$ cat config.mk
export PLATFORM = sky130hd
export DESIGN_NAME = annexb_queue
export DESIGN_NICKNAME = d
export VERILOG_FILES = /design/src/rtl/core/annexb_pkg.sv /design/src/rtl/core/annexb_queue.sv
export SDC_FILE = /design/constraint.sdc
export NUM_CORES = 1
export LEC_CHECK = 0
export CAP_MARGIN = 20
export CORE_MARGIN = 3
export CORE_UTILIZATION = 60
export DETAILED_ROUTE_END_ITERATION = 12
export DONT_BUFFER_PORTS = 1
export PLACE_DENSITY = 0.76
export RECOVER_POWER = 50
export SYNTH_ARGS = -nofsm -noshare
export SYNTH_HDL_FRONTEND = slang
export SYNTH_SLANG_ARGS = --single-unit
$ cat constraint.sdc
create_clock -name i_clk -period 4.7 [get_ports i_clk]
set_clock_uncertainty 0.2 [all_clocks]
set_input_delay 1.175 -clock i_clk [delete_from_list [all_inputs] [get_ports i_clk]]
set_output_delay 1.175 -clock i_clk [all_outputs]
set_load 0.02 [all_outputs]
$ cat src/rtl/core/annexb_pkg.sv
// Package for the Annex B NAL splitter: item types, state, constants and
// the per-byte emit function. No dependencies.
`timescale 1ns / 1ps

package annexb_pkg;

    localparam int MAX_RES = 5;
    localparam int IDX_W   = 3;

    localparam logic [7:0] START_BYTE = 8'h01;
    localparam logic [7:0] EPB_BYTE   = 8'h03;
    localparam logic [7:0] ZERO_BYTE  = 8'h00;

    localparam logic KIND_PAYLOAD = 1'b0;
    localparam logic KIND_MARKER  = 1'b1;

    localparam logic [1:0] HELD_MAX = 2'd3;
    localparam logic [1:0] RUN_MAX  = 2'd2;

    typedef struct packed {
        logic [7:0] data_byte;
        logic       stream_end;
    } t_in_item;

    typedef struct packed {
        logic       item_kind;
        logic [7:0] payload_byte;
        logic       nal_first;
        logic [4:0] nal_type;
        logic [1:0] nal_ref_idc;
        logic       run_last;
    } t_out_item;

    typedef struct packed {
        logic [1:0] held_zero_count;
        logic [1:0] emitted_zero_run;
        logic       nal_open;
        logic [7:0] header_byte;
    } t_state;

    typedef struct packed {
        t_out_item [MAX_RES-1:0] res;
        logic [IDX_W-1:0]        cnt;
    } t_burst;

    typedef struct packed {
        logic full;
        logic empty;
    } t_qstat;

    // One byte into the current NAL, with emulation prevention removal.
    function automatic void emit_byte(input t_state s, input logic [7:0] b,
                                      output t_state so, output logic put,
                                      output t_out_item r);
        logic first;
        so    = s;
        put   = 1'b0;
        r     = '0;
        first = 1'b0;
        if (b == EPB_BYTE && s.emitted_zero_run == RUN_MAX) begin
            so.emitted_zero_run = 2'd0;
        end else begin
            put = 1'b1;
            if (!s.nal_open) begin
                so.nal_open    = 1'b1;
                so.header_byte = b;
                first          = 1'b1;
            end
            r.item_kind    = KIND_PAYLOAD;
            r.payload_byte = b;
            r.nal_first    = first;
            r.nal_type     = so.header_byte[4:0];
            r.nal_ref_idc  = so.header_byte[6:5];
            if (b == ZERO_BYTE) begin
                so.emitted_zero_run = (s.emitted_zero_run < RUN_MAX)
                                    ? s.emitted_zero_run + 2'd1 : RUN_MAX;
            end else begin
                so.emitted_zero_run = 2'd0;
            end
        end
    endfunction

endpackage

$ cat src/rtl/core/annexb_queue.sv
// Short FIFO of result bursts between the front and back ends.
// Depends on annexb_pkg.
`timescale 1ns / 1ps

module annexb_queue #(
    parameter int DEPTH = 4
) (
    input  logic               i_clk,
    input  logic               i_rst_n,
    input  logic               i_push,
    input  annexb_pkg::t_burst i_burst,
    input  logic               i_pop,
    output annexb_pkg::t_burst o_head,
    output annexb_pkg::t_qstat o_qstat
);
    import annexb_pkg::*;

    localparam int PW = (DEPTH > 1) ? $clog2(DEPTH) : 1;
    localparam int CW = $clog2(DEPTH + 1);

    t_burst          r_mem [DEPTH];
    logic [PW-1:0]   r_wr_ptr;
    logic [PW-1:0]   r_rd_ptr;
    logic [CW-1:0]   r_count;
    logic            do_push;
    logic            do_pop;

    assign o_qstat.full  = (r_count == CW'(DEPTH));
    assign o_qstat.empty = (r_count == '0);
    assign do_push       = i_push && !o_qstat.full;
    assign do_pop        = i_pop && !o_qstat.empty;
    assign o_head        = r_mem[r_rd_ptr];

    always_ff @(posedge i_clk) begin
        if (do_push) begin
            r_mem[r_wr_ptr] <= i_burst;
        end
    end

    always_ff @(posedge i_clk) begin
        if (!i_rst_n) begin
            r_wr_ptr <= '0;
            r_rd_ptr <= '0;
            r_count  <= '0;
        end else begin
            if (do_push) begin
                r_wr_ptr <= (r_wr_ptr == PW'(DEPTH - 1)) ? '0 : r_wr_ptr + PW'(1);
            end
            if (do_pop) begin
                r_rd_ptr <= (r_rd_ptr == PW'(DEPTH - 1)) ? '0 : r_rd_ptr + PW'(1);
            end
            if (do_push && !do_pop) begin
                r_count <= r_count + CW'(1);
            end else if (do_pop && !do_push) begin
                r_count <= r_count - CW'(1);
            end
        end
    end

endmodule

==> results of run 1 <==
[area by class of cell]
class                   count  area (sq um)  area share, %
repair buffers              7           128          0.830
clock buffers              49          1010           6.59
well taps                 285           357           2.32
multi-input cells         130          2370           15.5
inverters                   3          11.3         0.0733
clock inverters            16           128          0.830
flip-flops and latches    381         11400           73.9
[cells in the final DEF, fill, tap and decap left out, drive strengths merged]
master / count
xor2: 1
mux4: 93
nor3: 1
nor2b: 2
inv: 4
o31ai: 1
edfxtp: 372
ha: 6
nor2: 2
buf: 7
a21boi: 1
and2: 5
fa: 1
o21ai: 3
dfxtp: 9
nand3: 2
clkinv: 12
clkinvlp: 1
xnor2: 1
bufinv: 2
clkbuf: 49
mux2i: 3
nand2: 6
or3: 1
nor3b: 1
[critical path, stage by stage]
cell	delay (ns)
nor2b_1	0.46
and2_1	1.68
buf_12	0.39
[cell families (layout without fill, tap and decap cells)]
family	Yosys count	count (layout)	share of synthesized area, %
flops	381	381	81.7
fa+ha+maj	7	7	0.684
simple gates	20	20	0.738
xor+xnor	2	2	0.126
compound gates	5	5	0.216
buf+inv	25	75	1.24
mux	96	96	15.3
[metal layers]
| layer | vias to the layer above | global-route usage (%) |
|---|---|---|
| met4 | 0 | 5.57 |
| met5 | - | 0 |
| li1 | 2343 | - |
| met1 | 2845 | 23.9 |
| met3 | 42 | 7.60 |
| met2 | 191 | 31.7 |
[per-stage QoR]
stage | worst slack (ns) | instances | area, sq um
final | 0.852 | 871 | 15400
after global routing | 0.554 | 871 | 15400
after CTS | 1.07 | 871 | 15400
after detailed placement | 1.27 | 806 | 14200
after global placement | 1.32 | 806 | 14200
after floorplan | 0.416 | 536 | 13900
[power by group through the flow]
stage / clock network, mW / logic, mW / registers, mW
2_1_floorplan: 0 / 1.59 / 4.30
3_3_place_gp: 0 / 1.85 / 4.30
3_5_place_dp: 0 / 1.87 / 4.33
4_1_cts: 2.82 / 1.88 / 4.27
5_1_grt: 2.96 / 1.94 / 4.30
6_report: 2.75 / 1.82 / 4.27
[worst paths after layout]
| check | cells after the start | from | end | slack (ns) |
|---|---|---|---|---|
| max | 3 | i_push | r_mem[0][28] | 0.85 |
| min | 2 | r_wr_ptr[1] | r_wr_ptr[1] | 0.32 |
| max reg2reg | 4 | r_count[0] | r_mem[0][28] | 0.87 |
| min reg2reg | 2 | r_wr_ptr[1] | r_wr_ptr[1] | 0.32 |
[sequential cells by signal (all words and copies together), names as in the netlist, named ones only]
| name | count |
|---|---|
| r_mem | 372 |
| r_rd_ptr | 2 |
| r_wr_ptr | 2 |
| r_count | 3 |
==> flow_metrics.tcl, run 1 <==
set metrics [dict create \
    status "complete, but fails checks" \
    violations "capacitance limit, slew limit" \
    grt_start_max_net_pins 94 \
    wl_per_cell_um 27.0 \
    ctsHoldBuffers 0 \
    synth_top_flop_cell "edfxtp_1" \
    routed_wirelength_mm 23.5 \
    synthCells 536 \
    synth_top_cell_area_share_pct 80.4 \
    grt-ovfl-total 0 \
    synth_seq_cells 381 \
    fp.dieW_um 158 \
    final_util_pct 67.7 \
    place.gp.congestion 0.743 \
    grt_pass1_wl_mm 35.5 \
    root_buffer "clkbuf_16" \
    intPower_mw 6.43 \
    cts_buffers 37 \
    power_frac_seq_pct 48.3 \
    holdWs_ns 0.316 \
    p_sw_mw 2.41 \
    crit_fanout 52 \
    period_share_pct 81.9 \
    vias 5421 \
    total_power_mw 8.84 \
    rsz0062_at_grt "false" \
    async_flop_share_pct 0 \
    synthTopCellsByCount "edfxtp_1 (372), mux4_2 (93), buf_2 (9), dfxtp_1 (9), buf_6 (8)" \
    clk_pin_slew_ns 0.06 \
    synthesis.area_sq_um 13900 \
    wl_met1_mm 8.49 \
    core-area_sq_um 22700 \
    leakagePower_nw 4.72 \
    io_buffers 0 \
    slew-limit-headroom_pct -45.2 \
    finalSetupTns_ns 0 \
    drive_gt1_share_pct 25.9 \
    row_count 55 \
    drv_cap 2 \
    clockPowerShare_pct 31.1 \
    worst_ep_required_time_ns 4.66 \
    syn2layout_area_growth_pct 10.6 \
    post-cts-setup-buffers 0 \
    drcViolationCount 0 \
    synth_edf_count 372 \
    worst-endpoint-arrival_ns 3.81 \
    path_class "primary input to register" \
    maxUsedRoutingLayer "met4" \
    start_util_pct 61.2 \
    yosys.area.top_type "edfxtp_1" \
    combPwrFrac_pct 20.6 \
    viasPerCell 6.22 \
    synth_cell_type_count 24 \
    dieArea_sq_um 25000 \
    finalCriticalPeriod_ns 3.85 \
    hold_viol 0 \
    drt_first_pass_iters 7 \
    hp-class "register to register" \
    yosys-top-cells-area "edfxtp_1 (80%), mux4_2 (15%), dfxtp_1 (1.3%), buf_6 (0.65%), ha_1 (0.54%)" \
    syn_avg_cell_area_sq_um 25.9 \
    tightest_slew_ns 2.18 \
    critPathLaunchType "primary input" \
    insertion_delay_ns 0.50 \
    p_sw_share_pct 27.3 \
    die_y_um 158 \
    diodes 0 \
    pin_count 192 \
    power.density_nw_per_um2 575 \
    clock_tree.buffer_depth 3 \
    grt_pass1_vias 5769 \
    ir_worst_vdd_uv 447 \
    wl_met2_mm 12.3 \
    yosysMostFrequentCell "edfxtp_1" \
    wl_met3_mm 2.26 \
    ctsResizeCount 0 \
    synth_fp_nets 640 \
    setup_viol 0 \
    fin_nets 664 \
    end_kind "register" \
    nFillCells 1366 \
    dr.first_iter.drc_count 339 \
    ant_nets 0 \
    cts_num_sinks 381 \
    ctsHtreeMaxLevel 2 \
    timing.fmax_ghz 0.260 \
    slew_viol_final 77 \
    synth-seq-area-share_pct 81.7 \
    track_usage_pct 19.2 \
    dpl.hpwl_mm 13.8 \
    cts_tree "done" \
    ys_warn_count 0 \
    antenna_found_initial 0 \
]
Power figures use the tool's default switching activity.
==> inputs of run 2 (changes only) <==
==> constraint.sdc (replaced) <==
create_clock -name i_clk -period 3.9 [get_ports i_clk]
set_clock_uncertainty 0.2 [all_clocks]
set_input_delay 0.975 -clock i_clk [delete_from_list [all_inputs] [get_ports i_clk]]
set_output_delay 0.975 -clock i_clk [all_outputs]
set_load 0.02 [all_outputs]
==> run 2 against run 1 <==
Effect of this change: the flow now finishes without violations; flip-flop and latch count is the same; non-clock buffer count up 5; critical path depth is 1 lower.
==> flow_metrics.tcl, run 2 (synthesis gave the netlist of run 1 again) <==
set metrics [dict create \
    ctsResizeCount 0 \
    post-cts-setup-buffers 0 \
    worst-endpoint-arrival_ns 2.04 \
    place.gp.congestion 0.721 \
    crit_fanout 48 \
    tightest_slew_ns 0.753 \
    final_util_pct 67.7 \
    layout_setup_ws_ns 0.685 \
    critPathLaunchType "register" \
    final_common_cell "edfxtp_1" \
    grt_start_max_net_pins 51 \
    clock_tree.buffer_depth 3 \
    grt_pass1_vias 6088 \
    drcViolationCount 0 \
    cts_tree "done" \
    finalSetupTns_ns 0 \
    period_share_pct 82.4 \
    viasPerCell 6.34 \
    ir_worst_vdd_uv 774 \
    wl_per_cell_um 27.7 \
    slew_viol_final 0 \
    placed_cell_area_sq_um 14300 \
    dieArea_sq_um 25000 \
    power.density_nw_per_um2 692 \
    worst_ep_required_time_ns 2.72 \
    slew-limit-headroom_pct 49.7 \
    ctsHoldBuffers 0 \
    row_count 55 \
    dr.first_iter.drc_count 382 \
    hp-class "register to register" \
    cts_num_sinks 381 \
    root_buffer "clkbuf_16" \
    start_util_pct 61.2 \
    grt_pass1_wl_mm 36.5 \
    rsz0062_at_grt "false" \
    diodes 0 \
    io_buffers 0 \
    pin_count 192 \
    ctsHtreeMaxLevel 2 \
    routed_wirelength_mm 24.1 \
    grt-ovfl-total 0 \
    vias 5528 \
    drt_first_pass_iters 4 \
    clk_pin_slew_ns 0.06 \
    dpl.hpwl_mm 14.8 \
    ant_nets 0 \
    path_class "register to primary output" \
    leakagePower_nw 4.73 \
    antenna_found_initial 0 \
    reg_top3 "r_mem: 372 flops, r_count: 3 flops" \
    fin_area_sq_um 15400 \
    cts_buffers 37 \
    fin_nets 669 \
    drv_cap 0 \
    top_register "r_mem" \
    mostFrequentLayoutCells "edfxtp_1 (372), mux4_2 (93), clkbuf_16 (37)" \
    status "finished clean" \
    setup_viol 0 \
    syn2layout_area_growth_pct 10.7 \
    core-area_sq_um 22700 \
    fp.dieW_um 158 \
    largest_reg_flops 372 \
    timing.fmax_ghz 0.311 \
    hold_viol 0 \
    insertion_delay_ns 0.49 \
    drive_gt1_share_pct 26.2 \
    finalCriticalPeriod_ns 3.22 \
    end_kind "primary output" \
    post-place-ws_ns 0.675 \
    die_y_um 158 \
    track_usage_pct 19.8 \
]
run 2: layout make-up:
type / instances / area (sq um)
Sequential cell: 381 / 11400
Fill cell: 1381 / 7320
Multi-Input combinational cell: 130 / 2380
Clock buffer: 53 / 986
Tap cell: 285 / 357
Timing Repair Buffer: 12 / 178
Clock inverter: 8 / 115
Inverter: 3 / 11.3
run 2: layer usage:
layer	global-route usage (%)	up-vias	part of all wire [%]
met2	32.0	215	52
met1	25.3	2923	36
met3	7.57	43	10
met4	6.51	0	2.4
li1	-	2347	-
met5	0	-	0
run 2: worst max-delay path: stages, from the launching register on:
cell,delay [ns]
dfxtp_4,0.66
buf_12,0.32
mux4_2,0.47
run 2: stage by stage:
| step | std cells | hold slack, ns | power (mW) |
|---|---|---|---|
| after floorplan | 536 | 0.268 | 7.08 |
| after global placement | 811 | 0.278 | 7.44 |
| after detailed placement | 811 | 0.316 | 7.51 |
| after CTS | 872 | 0.325 | 10.8 |
| after global routing | 872 | 0.346 | 11.1 |
| final | 872 | 0.316 | 10.6 |
run 2: path summary, 6_finish.rpt:
check / startpoint / to / slack (ns) / cells past startpoint
min: r_rd_ptr[1] / register / 0.32 / 2
max: register / o_head[43] / 0.68 / 2
max reg2reg: r_count[0] / r_count[2] / 0.96 / 8
min reg2reg: r_rd_ptr[1] / register / 0.32 / 2
run 2: power by group:
part / switching (mW) / total, mW / internal, mW / leakage [nW]
clock: 1.32 / 3.27 / 1.95 / 0.528
combinational: 1.41 / 2.23 / 0.822 / 0.714
sequential: 0.147 / 5.14 / 4.99 / 3.48
total: 2.88 / 10.6 / 7.76 / 4.73
==> inputs of run 3 (changes only) <==
--- a/config.mk
+++ b/config.mk
@@ -5,12 +5,13 @@
 export SDC_FILE = /design/constraint.sdc
 export NUM_CORES = 1
 export LEC_CHECK = 0
+export ABC_AREA = 1
 export CAP_MARGIN = 20
 export CORE_MARGIN = 3
-export CORE_UTILIZATION = 60
+export CORE_UTILIZATION = 57
 export DETAILED_ROUTE_END_ITERATION = 12
 export DONT_BUFFER_PORTS = 1
-export PLACE_DENSITY = 0.76
+export PLACE_DENSITY = 0.75
 export RECOVER_POWER = 50
 export SYNTH_ARGS = -nofsm -noshare
 export SYNTH_HDL_FRONTEND = slang
==> constraint.sdc (replaced) <==
create_clock -name i_clk -period 2.81 [get_ports i_clk]
set_clock_uncertainty 0.2 [all_clocks]
set_input_delay 0.7025 -clock i_clk [delete_from_list [all_inputs] [get_ports i_clk]]
set_output_delay 0.7025 -clock i_clk [all_outputs]
set_load 0.02 [all_outputs]
==> run 3 against run 2 <==
Effect of this change: final cell count up 56%; synthesized cell count increased by 81%; sequential share of layout area decreased by 4.8 points.
==> flow_metrics.tcl, run 3 <==
set metrics [dict create \
    status "finished clean" \
    ant_nets 0 \
    ctsHtreeMaxLevel 2 \
    p_sw_share_pct 33.1 \
    pin_count 192 \
    min_to "r_mem[1][65]" \
    synth_cell_type_count 20 \
    synthTopCellsByCount "edfxtp_1 (372), nor2_1 (203), o21ai_0 (138), o22ai_1 (93), o21ai_1 (50)" \
    synth_top_cell_area_share_pct 78.4 \
    syn2layout_area_growth_pct 15.5 \
    viasPerCell 5.93 \
    period_share_pct 97.7 \
    drv_cap 0 \
    slew_viol_final 0 \
    worst_ep_required_time_ns 1.91 \
    synth-compound-area-share_pct 10.8 \
    rr_startpoint "r_count[1]" \
    worst-endpoint-arrival_ns 1.84 \
    grt_pass1_vias 8192 \
    end_kind "primary output" \
    setup_viol 0 \
    cts_tree "done" \
    ys_warn_count 0 \
    power.density_nw_per_um2 1020 \
    hp-class "primary input to register" \
    finalCriticalPeriod_ns 2.74 \
    fin_nets 1113 \
    row_count 57 \
    p_sw_mw 5.56 \
    crit_fanout 84 \
    grt_pass1_wl_mm 44.0 \
    place.gp.congestion 0.731 \
    dp.cells 1294 \
    track_usage_pct 21.4 \
    hold_viol 0 \
    ctsHoldBuffers 0 \
    cts_buffers 37 \
    mostFrequentLayoutCells "edfxtp_1 (372), nor2_1 (199), o21ai_0 (138)" \
    synthXorXnorAreaFrac_pct 0 \
    dr.first_iter.drc_count 622 \
    core-area_sq_um 24500 \
    die_y_um 164 \
    largest_reg_flops 372 \
    drive_gt1_share_pct 16.9 \
    start_util_pct 58.2 \
    reg2reg_depth 5 \
    clock_tree.buffer_depth 3 \
    timing.fmax_ghz 0.364 \
    synth_top_family_by_area "compound AO/OA/AOI/OAI gates" \
    drcViolationCount 0 \
    finalSetupTns_ns 0 \
    final_cells 1362 \
    ctsResizeCount 46 \
    insertion_delay_ns 0.50 \
    antenna_found_initial 1 \
    rsz0062_at_grt "true" \
    dpl.hpwl_mm 16.1 \
    yosysMostFrequentCell "edfxtp_1" \
    slew-limit-headroom_pct 39.5 \
    yosys-top-cells-area "edfxtp_1 (78%), nor2_1 (5.3%), o21ai_0 (4.8%), o22ai_1 (4.1%), o21ai_1 (1.8%)" \
    clockPowerShare_pct 28.7 \
    synth_top_flop_cell "edfxtp_1" \
    io_buffers 0 \
    synth-seq-area-share_pct 79.7 \
    ir_worst_vdd_uv 753 \
    power_frac_seq_pct 42.2 \
    leakagePower_nw 5.51 \
    top_register "r_mem" \
    hold-path-cell-count 0 \
    slowest_delay_ns 0.41 \
    reg_top3 "r_mem: 372 flops, r_count: 3 flops" \
    yosys.area.top_type "edfxtp_1" \
    fp.dieW_um 164 \
    routed_wirelength_mm 29.3 \
    synth_edf_count 372 \
    rrSetupSlack_ns 0.36 \
    synth-simple-area-share_pct 5.88 \
    async_flop_share_pct 0 \
    cts_num_sinks 381 \
    grt-ovfl-total 0 \
    tightest_slew_ns 0.908 \
    post-cts-setup-buffers 0 \
    holdCritStartpoint "i_burst[65]" \
    syn_avg_cell_area_sq_um 14.7 \
    synth_fa_ha_area_share_pct 0.668 \
    reg2reg_to "r_mem[2][90]" \
    intPower_mw 11.3 \
    root_buffer "clkbuf_16" \
    drt_first_pass_iters 5 \
    crit_chain "buf_12, o21ai_0, o22ai_1, buf_4" \
    clk_pin_slew_ns 0.06 \
    path_class "register to primary output" \
    synthCells 971 \
    final_common_cell "edfxtp_1" \
    critPathLaunchType "register" \
    synthMuxAreaShare_pct 0 \
    dieArea_sq_um 26900 \
    wl_per_cell_um 21.5 \
    synthesis.area_sq_um 14200 \
    combPwrFrac_pct 29.1 \
    vias 8083 \
    grt_start_max_net_pins 85 \
    slowest_stage "dfxtp_4" \
    synth_seq_cells 381 \
    synth_fp_nets 1075 \
]
==> run 3: how the worst max path moves through the flow <==
stage,cells after the start,end,from,slack [ns]
global placement,3,o_head[3],register,0.50
global route,5,o_head[46],register,-0.03
CTS,4,o_head[23],register,0.0008
detailed placement,3,o_head[2],register,0.42
finish,4,o_head[46],register,0.07
floorplan,2,r_mem[0][0],i_push,0.01
==> run 3: metrics by stage <==
step | area (sq um) | power (mW) | hold slack, ns | worst slack [ns] | utilization (%)
finish | 16500 | 16.8 | 0.0730 | 0.0659 | 67.3
CTS | 16400 | 16.9 | 0.0508 | 0.000846 | 67.1
global route | 16500 | 17.6 | 0.0470 | -0.0273 | 67.3
floorplan | 14300 | 10.4 | 0.280 | 0.0101 | -
detailed placement | 14900 | 11.8 | 0.309 | 0.422 | 61.0
global placement | 14900 | 11.6 | 0.296 | 0.502 | 61.0
==> run 3: cell type report <==
class | count | area (sq um)
clock inverter | 24 | 251
inverter | 19 | 78.8
timing repair buffer | 59 | 574
antenna | 1 | 2.50
tap | 324 | 405
multi-input combinational | 511 | 2840
fill | 1622 | 8010
sequential | 381 | 11400
clock buffer | 43 | 948
==> run 3: logic make-up after synthesis <==
group,after synthesis
flops,381
compound gates,283
simple gates,221
buf+inv,79
fa+ha+maj,7
==> run 3: routing by layer <==
layer	share of wire, %	GRT usage, %	vias up
li1	-	-	3715
met1	38	24.9	4059
met2	50	36.1	263
met3	10	8.65	46
met4	1.9	7.46	0
met5	0	0	-
==> run 3: worst max-delay path: cells and delay by family, from the launching register on <==
kind	cells	cell delay, ns
flops	1	0.41
compound gates	2	0.38
buf+inv	2	0.48
==> run 3: power groups by stage <==
stage	registers [mW]	logic (mW)	clock network, mW
2_1_floorplan	7.17	3.22	0
3_3_place_gp	7.18	4.47	0
3_5_place_dp	7.20	4.56	0
4_1_cts	7.09	4.85	4.92
5_1_grt	7.14	5.29	5.17
6_report	7.10	4.90	4.84
